==> config.mk <==
export PLATFORM = sky130hd
export DESIGN_NAME = grid_manhattan_distance_map_flat
export DESIGN_NICKNAME = d
export VERILOG_FILES = /design/src/gmd_pkg.sv /design/src/gmd_ifs.sv /design/src/gmd_cell.sv /design/src/gmd_seq.sv /design/src/grid_manhattan_distance_map.sv /design/src/flat_wrapper.sv
export SDC_FILE = /design/constraint.sdc
export NUM_CORES = 2
export LEC_CHECK = 0
export ABC_AREA = 1
export BUFFER_PORTS_ARGS = -buffer_cell sky130_fd_sc_hd__clkbuf_2
export CORE_ASPECT_RATIO = 1.75
export CORE_MARGIN = 2
export CORE_UTILIZATION = 59
export CTS_CLUSTER_SIZE = 14
export DETAILED_ROUTE_END_ITERATION = 8
export GPL_ROUTABILITY_DRIVEN = 0
export HOLD_SLACK_MARGIN = 0.15
export PLACE_DENSITY = 0.81
export REMOVE_ABC_BUFFERS = 1
export SLEW_MARGIN = 10
export SYNTH_ARGS = -nofsm -noshare
export SYNTH_HDL_FRONTEND = slang
export SYNTH_HIERARCHICAL = 1
export SYNTH_SLANG_ARGS = --single-unit
==> constraint.sdc <==
create_clock -name clk -period 44.4 [get_ports clk]
set_input_delay 8.88 -clock clk [delete_from_list [all_inputs] [get_ports clk]]
set_output_delay 8.88 -clock clk [all_outputs]
set_load 0.01 [all_outputs]
==> src/gmd_pkg.sv <==
`timescale 1ns / 1ps
`default_nettype none
// ----------------------------------------------------------------------------
// gmd_pkg
// Shared types and constants of the grid distance map block.
// ----------------------------------------------------------------------------
package gmd_pkg;

    localparam int GRID_MAX_DEF = 8;

    localparam int CHAR_W = 8;
    localparam int DIST_W = 4;
    localparam int SIDE_W = 4;

    localparam int APB_DATA_W = 32;
    localparam int APB_ADDR_W = 3;

    localparam logic [CHAR_W-1:0] SOURCE_CHAR = 8'd48;
    localparam logic [DIST_W-1:0] FAR_AWAY    = 4'd15;
    localparam logic [DIST_W-1:0] DIST_MAX    = 4'd14;
    localparam logic [SIDE_W-1:0] SIDE_RESET  = 4'd8;

    // register index, taken from the upper address bit
    localparam logic REG_GRID_SIDE = 1'b0;

    typedef enum logic [1:0] {
        ST_LOAD,
        ST_FILL,
        ST_SWEEP,
        ST_DRAIN
    } gmd_state_t;

    typedef struct packed {
        logic fill;
        logic shift;
    } gmd_cell_ctl_t;

endpackage
`default_nettype wire

==> src/gmd_ifs.sv <==
`timescale 1ns / 1ps
`default_nettype none
// ----------------------------------------------------------------------------
// gmd_ifs
// Valid/ready channels for grid cell items and distance result items.
// ----------------------------------------------------------------------------
interface gmd_grid_if import gmd_pkg::*; ();
    logic              valid;
    logic              ready;
    logic [CHAR_W-1:0] cell_char;

    modport source (output valid, output cell_char, input ready);
    modport sink   (input valid, input cell_char, output ready);
endinterface

interface gmd_result_if import gmd_pkg::*; ();
    logic              valid;
    logic              ready;
    logic [DIST_W-1:0] distance;
    logic              no_source;
    logic              last_cell;

    modport source (output valid, output distance, output no_source, output last_cell,
                     input ready);
    modport sink   (input valid, input distance, input no_source, input last_cell,
                    output ready);
endinterface
`default_nettype wire

==> src/gmd_cell.sv <==
`timescale 1ns / 1ps
`default_nettype none
// ----------------------------------------------------------------------------
// gmd_cell
// One target cell: holds its coordinates and best distance, checks each
// passing source item and hands it on to the next cell.
// ----------------------------------------------------------------------------
module gmd_cell import gmd_pkg::*; #(
    parameter int CW = 3
) (
    input  wire logic              clk,
    input  wire logic              rst_n,
    input  wire gmd_cell_ctl_t     ctl,
    input  wire logic [CW-1:0]     coord_row_in,
    input  wire logic [CW-1:0]     coord_col_in,
    output logic [CW-1:0]          coord_row_out,
    output logic [CW-1:0]          coord_col_out,
    input  wire logic              bus_valid_in,
    input  wire logic [CW-1:0]     bus_row_in,
    input  wire logic [CW-1:0]     bus_col_in,
    output logic                   bus_valid_out,
    output logic [CW-1:0]          bus_row_out,
    output logic [CW-1:0]          bus_col_out,
    input  wire logic [DIST_W-1:0] best_in,
    output logic [DIST_W-1:0]      best_out
);

    logic [CW-1:0]     row_reg;
    logic [CW-1:0]     col_reg;
    logic [DIST_W-1:0] best_reg;
    logic              bus_valid_reg;
    logic [CW-1:0]     bus_row_reg;
    logic [CW-1:0]     bus_col_reg;

    logic [CW-1:0]     row_gap;
    logic [CW-1:0]     col_gap;
    logic [DIST_W-1:0] gap_sum;

    always_comb
    begin
        row_gap = (row_reg >= bus_row_in) ? row_reg - bus_row_in : bus_row_in - row_reg;
        col_gap = (col_reg >= bus_col_in) ? col_reg - bus_col_in : bus_col_in - col_reg;
        gap_sum = DIST_W'(row_gap) + DIST_W'(col_gap);
    end

    always_ff @(posedge clk or negedge rst_n)
    begin
        if (!rst_n)
        begin
            bus_valid_reg <= 1'b0;
        end
        else
        begin
            bus_valid_reg <= bus_valid_in;
        end
    end

    always_ff @(posedge clk)
    begin
        bus_row_reg <= bus_row_in;
        bus_col_reg <= bus_col_in;
        if (ctl.fill)
        begin
            row_reg  <= coord_row_in;
            col_reg  <= coord_col_in;
            best_reg <= FAR_AWAY;
        end
        else if (ctl.shift)
        begin
            best_reg <= best_in;
        end
        else if (bus_valid_in && (gap_sum < best_reg))
        begin
            best_reg <= gap_sum;
        end
    end

    assign coord_row_out = row_reg;
    assign coord_col_out = col_reg;
    assign bus_valid_out = bus_valid_reg;
    assign bus_row_out   = bus_row_reg;
    assign bus_col_out   = bus_col_reg;
    assign best_out      = best_reg;

endmodule
`default_nettype wire

==> src/gmd_seq.sv <==
`timescale 1ns / 1ps
`default_nettype none
// ----------------------------------------------------------------------------
// gmd_seq
// Loads the source map, runs the fill, sweep and drain passes of the cell
// chain and registers the result items.
// ----------------------------------------------------------------------------
module gmd_seq import gmd_pkg::*; #(
    parameter int GRID_MAX = GRID_MAX_DEF
) (
    input  wire logic                                   clk,
    input  wire logic                                   rst_n,
    input  wire logic [SIDE_W-1:0]                      grid_side,
    input  wire logic                                   in_valid,
    output logic                                        in_ready,
    input  wire logic [CHAR_W-1:0]                      cell_char,
    output logic                                        out_valid,
    input  wire logic                                   out_ready,
    output logic [DIST_W-1:0]                           distance,
    output logic                                        no_source,
    output logic                                        last_cell,
    output gmd_cell_ctl_t                               cell_ctl,
    output logic [$clog2(GRID_MAX)-1:0]                 inj_row,
    output logic [$clog2(GRID_MAX)-1:0]                 inj_col,
    output logic                                        bus_valid,
    output logic [$clog2(GRID_MAX)-1:0]                 bus_row,
    output logic [$clog2(GRID_MAX)-1:0]                 bus_col,
    input  wire logic [DIST_W-1:0]                      tail_best
);

    localparam int CELLS = GRID_MAX * GRID_MAX;
    localparam int CW    = $clog2(GRID_MAX);
    localparam int IDXW  = $clog2(CELLS);
    localparam int LCW   = $clog2(CELLS + 1);
    localparam int CNTW  = $clog2(2 * CELLS);

    gmd_state_t        state_reg, state_next;
    logic [CNTW-1:0]   cnt_reg, cnt_next;
    logic [CW-1:0]     row_reg, row_next;
    logic [CW-1:0]     col_reg, col_next;
    logic [LCW-1:0]    load_cnt_reg, load_cnt_next;
    logic              any_src_reg, any_src_next;
    logic [SIDE_W-1:0] side_run_reg, side_run_next;
    logic [LCW-1:0]    n_run_reg, n_run_next;
    logic              rd_valid_reg, rd_valid_next;
    logic              rd_src_reg;
    logic [CW-1:0]     rd_row_reg;
    logic [CW-1:0]     rd_col_reg;
    logic              out_valid_reg, out_valid_next;
    logic [DIST_W-1:0] distance_reg, distance_next;
    logic              no_source_reg, no_source_next;
    logic              last_cell_reg, last_cell_next;

    logic              src_mem [CELLS];

    logic [SIDE_W-1:0] side_use;
    logic [LCW-1:0]    n_use;
    logic [LCW-1:0]    load_inc;
    logic              accept;
    logic              is_src;
    logic              out_free;
    logic              col_wrap;
    logic [CW-1:0]     col_adv;
    logic [CW-1:0]     row_adv;
    logic              out_load;

    always_comb
    begin
        if (grid_side == '0)
        begin
            side_use = SIDE_W'(1);
        end
        else if (grid_side > SIDE_W'(GRID_MAX))
        begin
            side_use = SIDE_W'(GRID_MAX);
        end
        else
        begin
            side_use = grid_side;
        end
        n_use    = LCW'(side_use) * LCW'(side_use);
        load_inc = load_cnt_reg + LCW'(1);
        in_ready = (state_reg == ST_LOAD);
        accept   = in_valid && in_ready;
        is_src   = (cell_char == SOURCE_CHAR);
        out_free = !out_valid_reg || out_ready;
        col_wrap = (col_reg == CW'(side_run_reg - SIDE_W'(1)));
        col_adv  = col_wrap ? '0 : col_reg + CW'(1);
        row_adv  = col_wrap ? row_reg + CW'(1) : row_reg;
    end

    always_comb
    begin
        state_next     = state_reg;
        cnt_next       = cnt_reg;
        row_next       = row_reg;
        col_next       = col_reg;
        load_cnt_next  = load_cnt_reg;
        any_src_next   = any_src_reg;
        side_run_next  = side_run_reg;
        n_run_next     = n_run_reg;
        rd_valid_next  = 1'b0;
        out_load       = 1'b0;
        cell_ctl.fill  = 1'b0;
        cell_ctl.shift = 1'b0;

        case (state_reg)
            ST_LOAD:
            begin
                if (accept)
                begin
                    load_cnt_next = load_inc;
                    any_src_next  = any_src_reg || is_src;
                    if (load_inc >= n_use)
                    begin
                        load_cnt_next = '0;
                        side_run_next = side_use;
                        n_run_next    = n_use;
                        cnt_next      = '0;
                        row_next      = '0;
                        col_next      = '0;
                        state_next    = ST_FILL;
                    end
                end
            end
            ST_FILL:
            begin
                cell_ctl.fill = 1'b1;
                row_next      = row_adv;
                col_next      = col_adv;
                cnt_next      = cnt_reg + CNTW'(1);
                if (cnt_reg == CNTW'(CELLS - 1))
                begin
                    cnt_next   = '0;
                    row_next   = '0;
                    col_next   = '0;
                    state_next = ST_SWEEP;
                end
            end
            ST_SWEEP:
            begin
                rd_valid_next = (cnt_reg < CNTW'(n_run_reg));
                row_next      = row_adv;
                col_next      = col_adv;
                cnt_next      = cnt_reg + CNTW'(1);
                if (cnt_reg == CNTW'(n_run_reg) + CNTW'(CELLS - 1))
                begin
                    cnt_next   = '0;
                    state_next = ST_DRAIN;
                end
            end
            ST_DRAIN:
            begin
                if (out_free)
                begin
                    out_load       = 1'b1;
                    cell_ctl.shift = 1'b1;
                    cnt_next       = cnt_reg + CNTW'(1);
                    if (cnt_reg == CNTW'(n_run_reg - LCW'(1)))
                    begin
                        any_src_next = 1'b0;
                        state_next   = ST_LOAD;
                    end
                end
            end
            default:
            begin
                state_next = ST_LOAD;
            end
        endcase

        out_valid_next = out_valid_reg && !out_ready;
        distance_next  = distance_reg;
        no_source_next = no_source_reg;
        last_cell_next = last_cell_reg;
        if (out_load)
        begin
            out_valid_next = 1'b1;
            distance_next  = any_src_reg ? tail_best : '0;
            no_source_next = !any_src_reg;
            last_cell_next = (cnt_reg == CNTW'(n_run_reg - LCW'(1)));
        end
    end

    always_ff @(posedge clk or negedge rst_n)
    begin
        if (!rst_n)
        begin
            state_reg     <= ST_LOAD;
            cnt_reg       <= '0;
            row_reg       <= '0;
            col_reg       <= '0;
            load_cnt_reg  <= '0;
            any_src_reg   <= 1'b0;
            side_run_reg  <= SIDE_RESET;
            n_run_reg     <= '0;
            rd_valid_reg  <= 1'b0;
            out_valid_reg <= 1'b0;
        end
        else
        begin
            state_reg     <= state_next;
            cnt_reg       <= cnt_next;
            row_reg       <= row_next;
            col_reg       <= col_next;
            load_cnt_reg  <= load_cnt_next;
            any_src_reg   <= any_src_next;
            side_run_reg  <= side_run_next;
            n_run_reg     <= n_run_next;
            rd_valid_reg  <= rd_valid_next;
            out_valid_reg <= out_valid_next;
        end
    end

    always_ff @(posedge clk)
    begin
        distance_reg  <= distance_next;
        no_source_reg <= no_source_next;
        last_cell_reg <= last_cell_next;
        rd_row_reg    <= row_reg;
        rd_col_reg    <= col_reg;
    end

    // source map memory
    always_ff @(posedge clk)
    begin
        if (accept)
        begin
            src_mem[load_cnt_reg[IDXW-1:0]] <= is_src;
        end
    end

    always_ff @(posedge clk)
    begin
        rd_src_reg <= src_mem[cnt_reg[IDXW-1:0]];
    end

    assign inj_row   = row_reg;
    assign inj_col   = col_reg;
    assign bus_valid = rd_valid_reg && rd_src_reg;
    assign bus_row   = rd_row_reg;
    assign bus_col   = rd_col_reg;
    assign out_valid = out_valid_reg;
    assign distance  = distance_reg;
    assign no_source = no_source_reg;
    assign last_cell = last_cell_reg;

endmodule
`default_nettype wire

==> src/grid_manhattan_distance_map.sv <==
`timescale 1ns / 1ps
`default_nettype none
// ----------------------------------------------------------------------------
// grid_manhattan_distance_map
// City-block distance map of a square grid, built on a chain of cells.
// ----------------------------------------------------------------------------
// Cells of the grid come in one item per cycle while the block is in its
// load state, in row-major order; byte 48 marks a source. After the last of
// side*side items (side = grid_side, 0 read as 1, clipped to GRID_MAX) the
// block takes no input while it fills the chain of GRID_MAX*GRID_MAX cells
// and sweeps the source items through it, then emits one result item per
// cell, one per cycle while the sink is ready. Each source item has to pass
// through every cell of the chain. The next grid is taken as soon as the
// last result item sits in the output register. A grid without a source
// gives distance 0 and no_source set.
// ----------------------------------------------------------------------------
module grid_manhattan_distance_map import gmd_pkg::*; #(
    parameter int GRID_MAX = GRID_MAX_DEF
) (
    input  wire logic                  clk,
    input  wire logic                  rst_n,
    input  wire logic                  psel,
    input  wire logic                  penable,
    input  wire logic                  pwrite,
    input  wire logic [APB_ADDR_W-1:0] paddr,
    input  wire logic [APB_DATA_W-1:0] pwdata,
    output logic [APB_DATA_W-1:0]      prdata,
    output logic                       pready,
    gmd_grid_if.sink                   grid,
    gmd_result_if.source               result
);

    localparam int CELLS = GRID_MAX * GRID_MAX;
    localparam int CW    = $clog2(GRID_MAX);

    logic [SIDE_W-1:0] grid_side_reg;
    logic              reg_idx;
    logic              cfg_write;

    gmd_cell_ctl_t     cell_ctl;
    logic [CW-1:0]     inj_row;
    logic [CW-1:0]     inj_col;
    logic              head_valid;
    logic [CW-1:0]     head_row;
    logic [CW-1:0]     head_col;

    logic [CW-1:0]     coord_row [CELLS];
    logic [CW-1:0]     coord_col [CELLS];
    logic              bus_valid [CELLS];
    logic [CW-1:0]     bus_row   [CELLS];
    logic [CW-1:0]     bus_col   [CELLS];
    logic [DIST_W-1:0] best      [CELLS];

    assign pready    = 1'b1;
    assign reg_idx   = paddr[APB_ADDR_W-1];
    assign cfg_write = psel && penable && pwrite && pready;

    always_ff @(posedge clk or negedge rst_n)
    begin
        if (!rst_n)
        begin
            grid_side_reg <= SIDE_RESET;
        end
        else if (cfg_write && (reg_idx == REG_GRID_SIDE))
        begin
            grid_side_reg <= pwdata[SIDE_W-1:0];
        end
    end

    always_comb
    begin
        case (reg_idx)
            REG_GRID_SIDE: prdata = APB_DATA_W'(grid_side_reg);
            default:       prdata = '0;
        endcase
    end

    gmd_seq #(
        .GRID_MAX (GRID_MAX)
    ) u_seq (
        .clk       (clk),
        .rst_n     (rst_n),
        .grid_side (grid_side_reg),
        .in_valid  (grid.valid),
        .in_ready  (grid.ready),
        .cell_char (grid.cell_char),
        .out_valid (result.valid),
        .out_ready (result.ready),
        .distance  (result.distance),
        .no_source (result.no_source),
        .last_cell (result.last_cell),
        .cell_ctl  (cell_ctl),
        .inj_row   (inj_row),
        .inj_col   (inj_col),
        .bus_valid (head_valid),
        .bus_row   (head_row),
        .bus_col   (head_col),
        .tail_best (best[CELLS-1])
    );

    for (genvar k = 0; k < CELLS; k++)
    begin : g_cell
        if (k == 0)
        begin : g_head
            gmd_cell #(
                .CW (CW)
            ) u_cell (
                .clk           (clk),
                .rst_n         (rst_n),
                .ctl           (cell_ctl),
                .coord_row_in  (inj_row),
                .coord_col_in  (inj_col),
                .coord_row_out (coord_row[k]),
                .coord_col_out (coord_col[k]),
                .bus_valid_in  (head_valid),
                .bus_row_in    (head_row),
                .bus_col_in    (head_col),
                .bus_valid_out (bus_valid[k]),
                .bus_row_out   (bus_row[k]),
                .bus_col_out   (bus_col[k]),
                .best_in       (FAR_AWAY),
                .best_out      (best[k])
            );
        end
        else
        begin : g_body
            gmd_cell #(
                .CW (CW)
            ) u_cell (
                .clk           (clk),
                .rst_n         (rst_n),
                .ctl           (cell_ctl),
                .coord_row_in  (coord_row[k-1]),
                .coord_col_in  (coord_col[k-1]),
                .coord_row_out (coord_row[k]),
                .coord_col_out (coord_col[k]),
                .bus_valid_in  (bus_valid[k-1]),
                .bus_row_in    (bus_row[k-1]),
                .bus_col_in    (bus_col[k-1]),
                .bus_valid_out (bus_valid[k]),
                .bus_row_out   (bus_row[k]),
                .bus_col_out   (bus_col[k]),
                .best_in       (best[k-1]),
                .best_out      (best[k])
            );
        end
    end

endmodule
`default_nettype wire

==> src/flat_wrapper.sv <==
// flat-port wrapper written by rule: the top's interface ports become plain ports
module grid_manhattan_distance_map_flat import gmd_pkg::*;
#(
    parameter int GRID_MAX = GRID_MAX_DEF
)
  (clk, rst_n, psel, penable, pwrite, paddr, pwdata, prdata, pready, grid_valid, grid_cell_char, grid_ready, result_valid, result_distance, result_no_source, result_last_cell, result_ready);
  gmd_grid_if grid_i ();
  gmd_result_if result_i ();
  input  wire logic clk;
  input  wire logic rst_n;
  input  wire logic psel;
  input  wire logic penable;
  input  wire logic pwrite;
  input  wire logic [APB_ADDR_W-1:0] paddr;
  input  wire logic [APB_DATA_W-1:0] pwdata;
  output logic [APB_DATA_W-1:0] prdata;
  output logic pready;
  input wire logic [$bits(grid_i.valid)-1:0] grid_valid;
  input wire logic [$bits(grid_i.cell_char)-1:0] grid_cell_char;
  output wire logic [$bits(grid_i.ready)-1:0] grid_ready;
  output wire logic [$bits(result_i.valid)-1:0] result_valid;
  output wire logic [$bits(result_i.distance)-1:0] result_distance;
  output wire logic [$bits(result_i.no_source)-1:0] result_no_source;
  output wire logic [$bits(result_i.last_cell)-1:0] result_last_cell;
  input wire logic [$bits(result_i.ready)-1:0] result_ready;
  assign grid_i.valid = grid_valid;
  assign grid_i.cell_char = grid_cell_char;
  assign grid_ready = grid_i.ready;
  assign result_valid = result_i.valid;
  assign result_distance = result_i.distance;
  assign result_no_source = result_i.no_source;
  assign result_last_cell = result_i.last_cell;
  assign result_i.ready = result_ready;
  grid_manhattan_distance_map #(.GRID_MAX(GRID_MAX)) u_core (.clk(clk), .rst_n(rst_n), .psel(psel), .penable(penable), .pwrite(pwrite), .paddr(paddr), .pwdata(pwdata), .prdata(prdata), .pready(pready), .grid(grid_i), .result(result_i));
endmodule
==> out/metrics.cfg <==
[route]
ant_nets=0
vias=55900
routed_wl_um=159000
drt-vias-per-instance=5.29
wire_per_inst_um=15.0
firstDrtPassIters=6
drt_iter0_drc=2574
drc_errors=0

[cts]
clockBufferDepth=3
htreeDepth=3
clock_latency_ps=730
clk_pin_slew_ps=60
cts_sinks=1195
cts_inserted_buffers=112
cts_hold_buf=0
postCtsSetupBuffers=0
cts_resized=0
cts_tree=yes
cts_root_buf=clkbuf_16

[timing]
post-route-period-util_pct=40.9
setup_viol_count_final=0
setup-tns-final_ps=0
min_period_ps=18160
rsz0062_at_grt=false
maxSlewViolCount=0
fin_skew_ps=16.9
timing.hold.ws_ps=344
tightest_slew_ps=1010
final_hold_viol_count=0
fmax_ghz=0.0551
max-slew-margin-rel_pct=32.6

[placement]
numPlacedInstances=10400
dp_hpwl_um=118000
io_buffers=31

[run]
drv_cap=0

[finish]
area_delta_synth_final_pct=7.77
stdcell_count=10600
nNetsFinal=10200
fillerInstances=10100
largest_register_ffs=252
multiInputGateArea_sq_um=40600
drive_above_1_share_pct=7.05
seqCellArea_sq_um=29000

[critical_path]
required_ps=35520
critPathMaxFanout=5
cp-end-kind=output port
r2r_cells=11
worst_ep_arrival_time_ps=9280
critPathKind=input pin to output port
start_kind=input pin

[floorplan]
fp.dieW_um=278
coreArea_sq_um=131000
start_util_pct=59.3
placementRows=176
ioPinCount=91
dieArea_sq_um=135000
die_y_um=484

[hold_path]
hp-class=flop to flop
hold-path-cell-count=0

[synth]
syn-cell-area_sq_um=77700
yosysWarnings=6
avgSynthCellArea_sq_um=8.99
postSynthCellCount=8643

[outcome]
outcome=finished, final reports clean

[grt]
grt_max_degree=177
grt_usage_pct=23.6
grt_pass1_vias=59600
overflow=0
antenna_found_initial=1
grt_pass1_wl_um=265000

[worst max-delay path, cell delays in order]
cell and delay (ps):
clkbuf_2 130, nor2_1 130, clkbuf_2 140
[through the flow]
step	cell area, sq um	setup WS (ps)	utilization (%)
2_1_floorplan	77500	18940	-
3_3_place_gp	79900	26270	61.0
3_5_place_dp	79900	26240	61.0
4_1_cts	83700	26230	63.9
5_1_grt	83700	26190	63.9
6_report	83700	26240	63.9
[cells in the final DEF, fill, tap and decap left out, drive strengths merged, types with 99 or more instances in the layout]
cell type,n
a21oi,400
clkbuf,180
dfrtp,99
dfxtp,641
edfxtp,454
fa,321
ha,1049
inv,2129
nand2,1413
nand3,1002
nand4,137
nor2,270
o21ai,307
xnor2,196
xor2,134
[final cells by class]
| cell class | count | share of cell area [%] |
|---|---|---|
| Multi-Input combinational cell | 5307 | 48.5 |
| Sequential cell | 1195 | 34.6 |
| Inverter | 2124 | 9.52 |
| Clock buffer | 150 | 3.66 |
| Tap cell | 1691 | 2.53 |
| Clock inverter | 63 | 0.864 |
| Timing Repair Buffer | 45 | 0.363 |
| Antenna cell | 1 | 0.00299 |
[worst paths after layout]
| check | start | endpoint | slack (ps) |
|---|---|---|---|
| setup / recovery | paddr[2] | prdata[1] | 26240 |
| hold / removal | u_core/g_cell[27].g_body.u_cell/bus_row_out[2]$_DFF_P_ | u_core/g_cell[28].g_body.u_cell/bus_row_out[2]$_DFF_P_ | 340 |
| setup reg to reg | u_core/u_seq/state_reg[0]$_DFFE_PN0P_ | u_core/g_cell[55].g_body.u_cell/best_out[1]$_SDFFE_PP1P_ | 40140 |
| hold reg to reg | u_core/g_cell[27].g_body.u_cell/bus_row_out[2]$_DFF_P_ | u_core/g_cell[28].g_body.u_cell/bus_row_out[2]$_DFF_P_ | 340 |
| max in group asynchronous | rst_n | u_core/u_seq/load_cnt_reg[2]$_DFFE_PN0P_ | 34930 |
| min in group asynchronous | rst_n | u_core/g_cell[26].g_body.u_cell/bus_valid_out$_DFF_PN0_ | 8280 |
[layer usage]
| metal | up-vias | track usage (%) | share of wire (%) |
|---|---|---|---|
| li1 | 27500 | - | - |
| met1 | 26700 | 20.9 | 34 |
| met2 | 1167 | 49.1 | 58 |
| met3 | 560 | 2.60 | 2.7 |
| met4 | 0 | 14.3 | 5.9 |
| met5 | - | 0 | 0 |
Power is left out: the tool's default activity adds up to more than one toggle a clock period on the data nets, which glitch-free logic cannot reach.
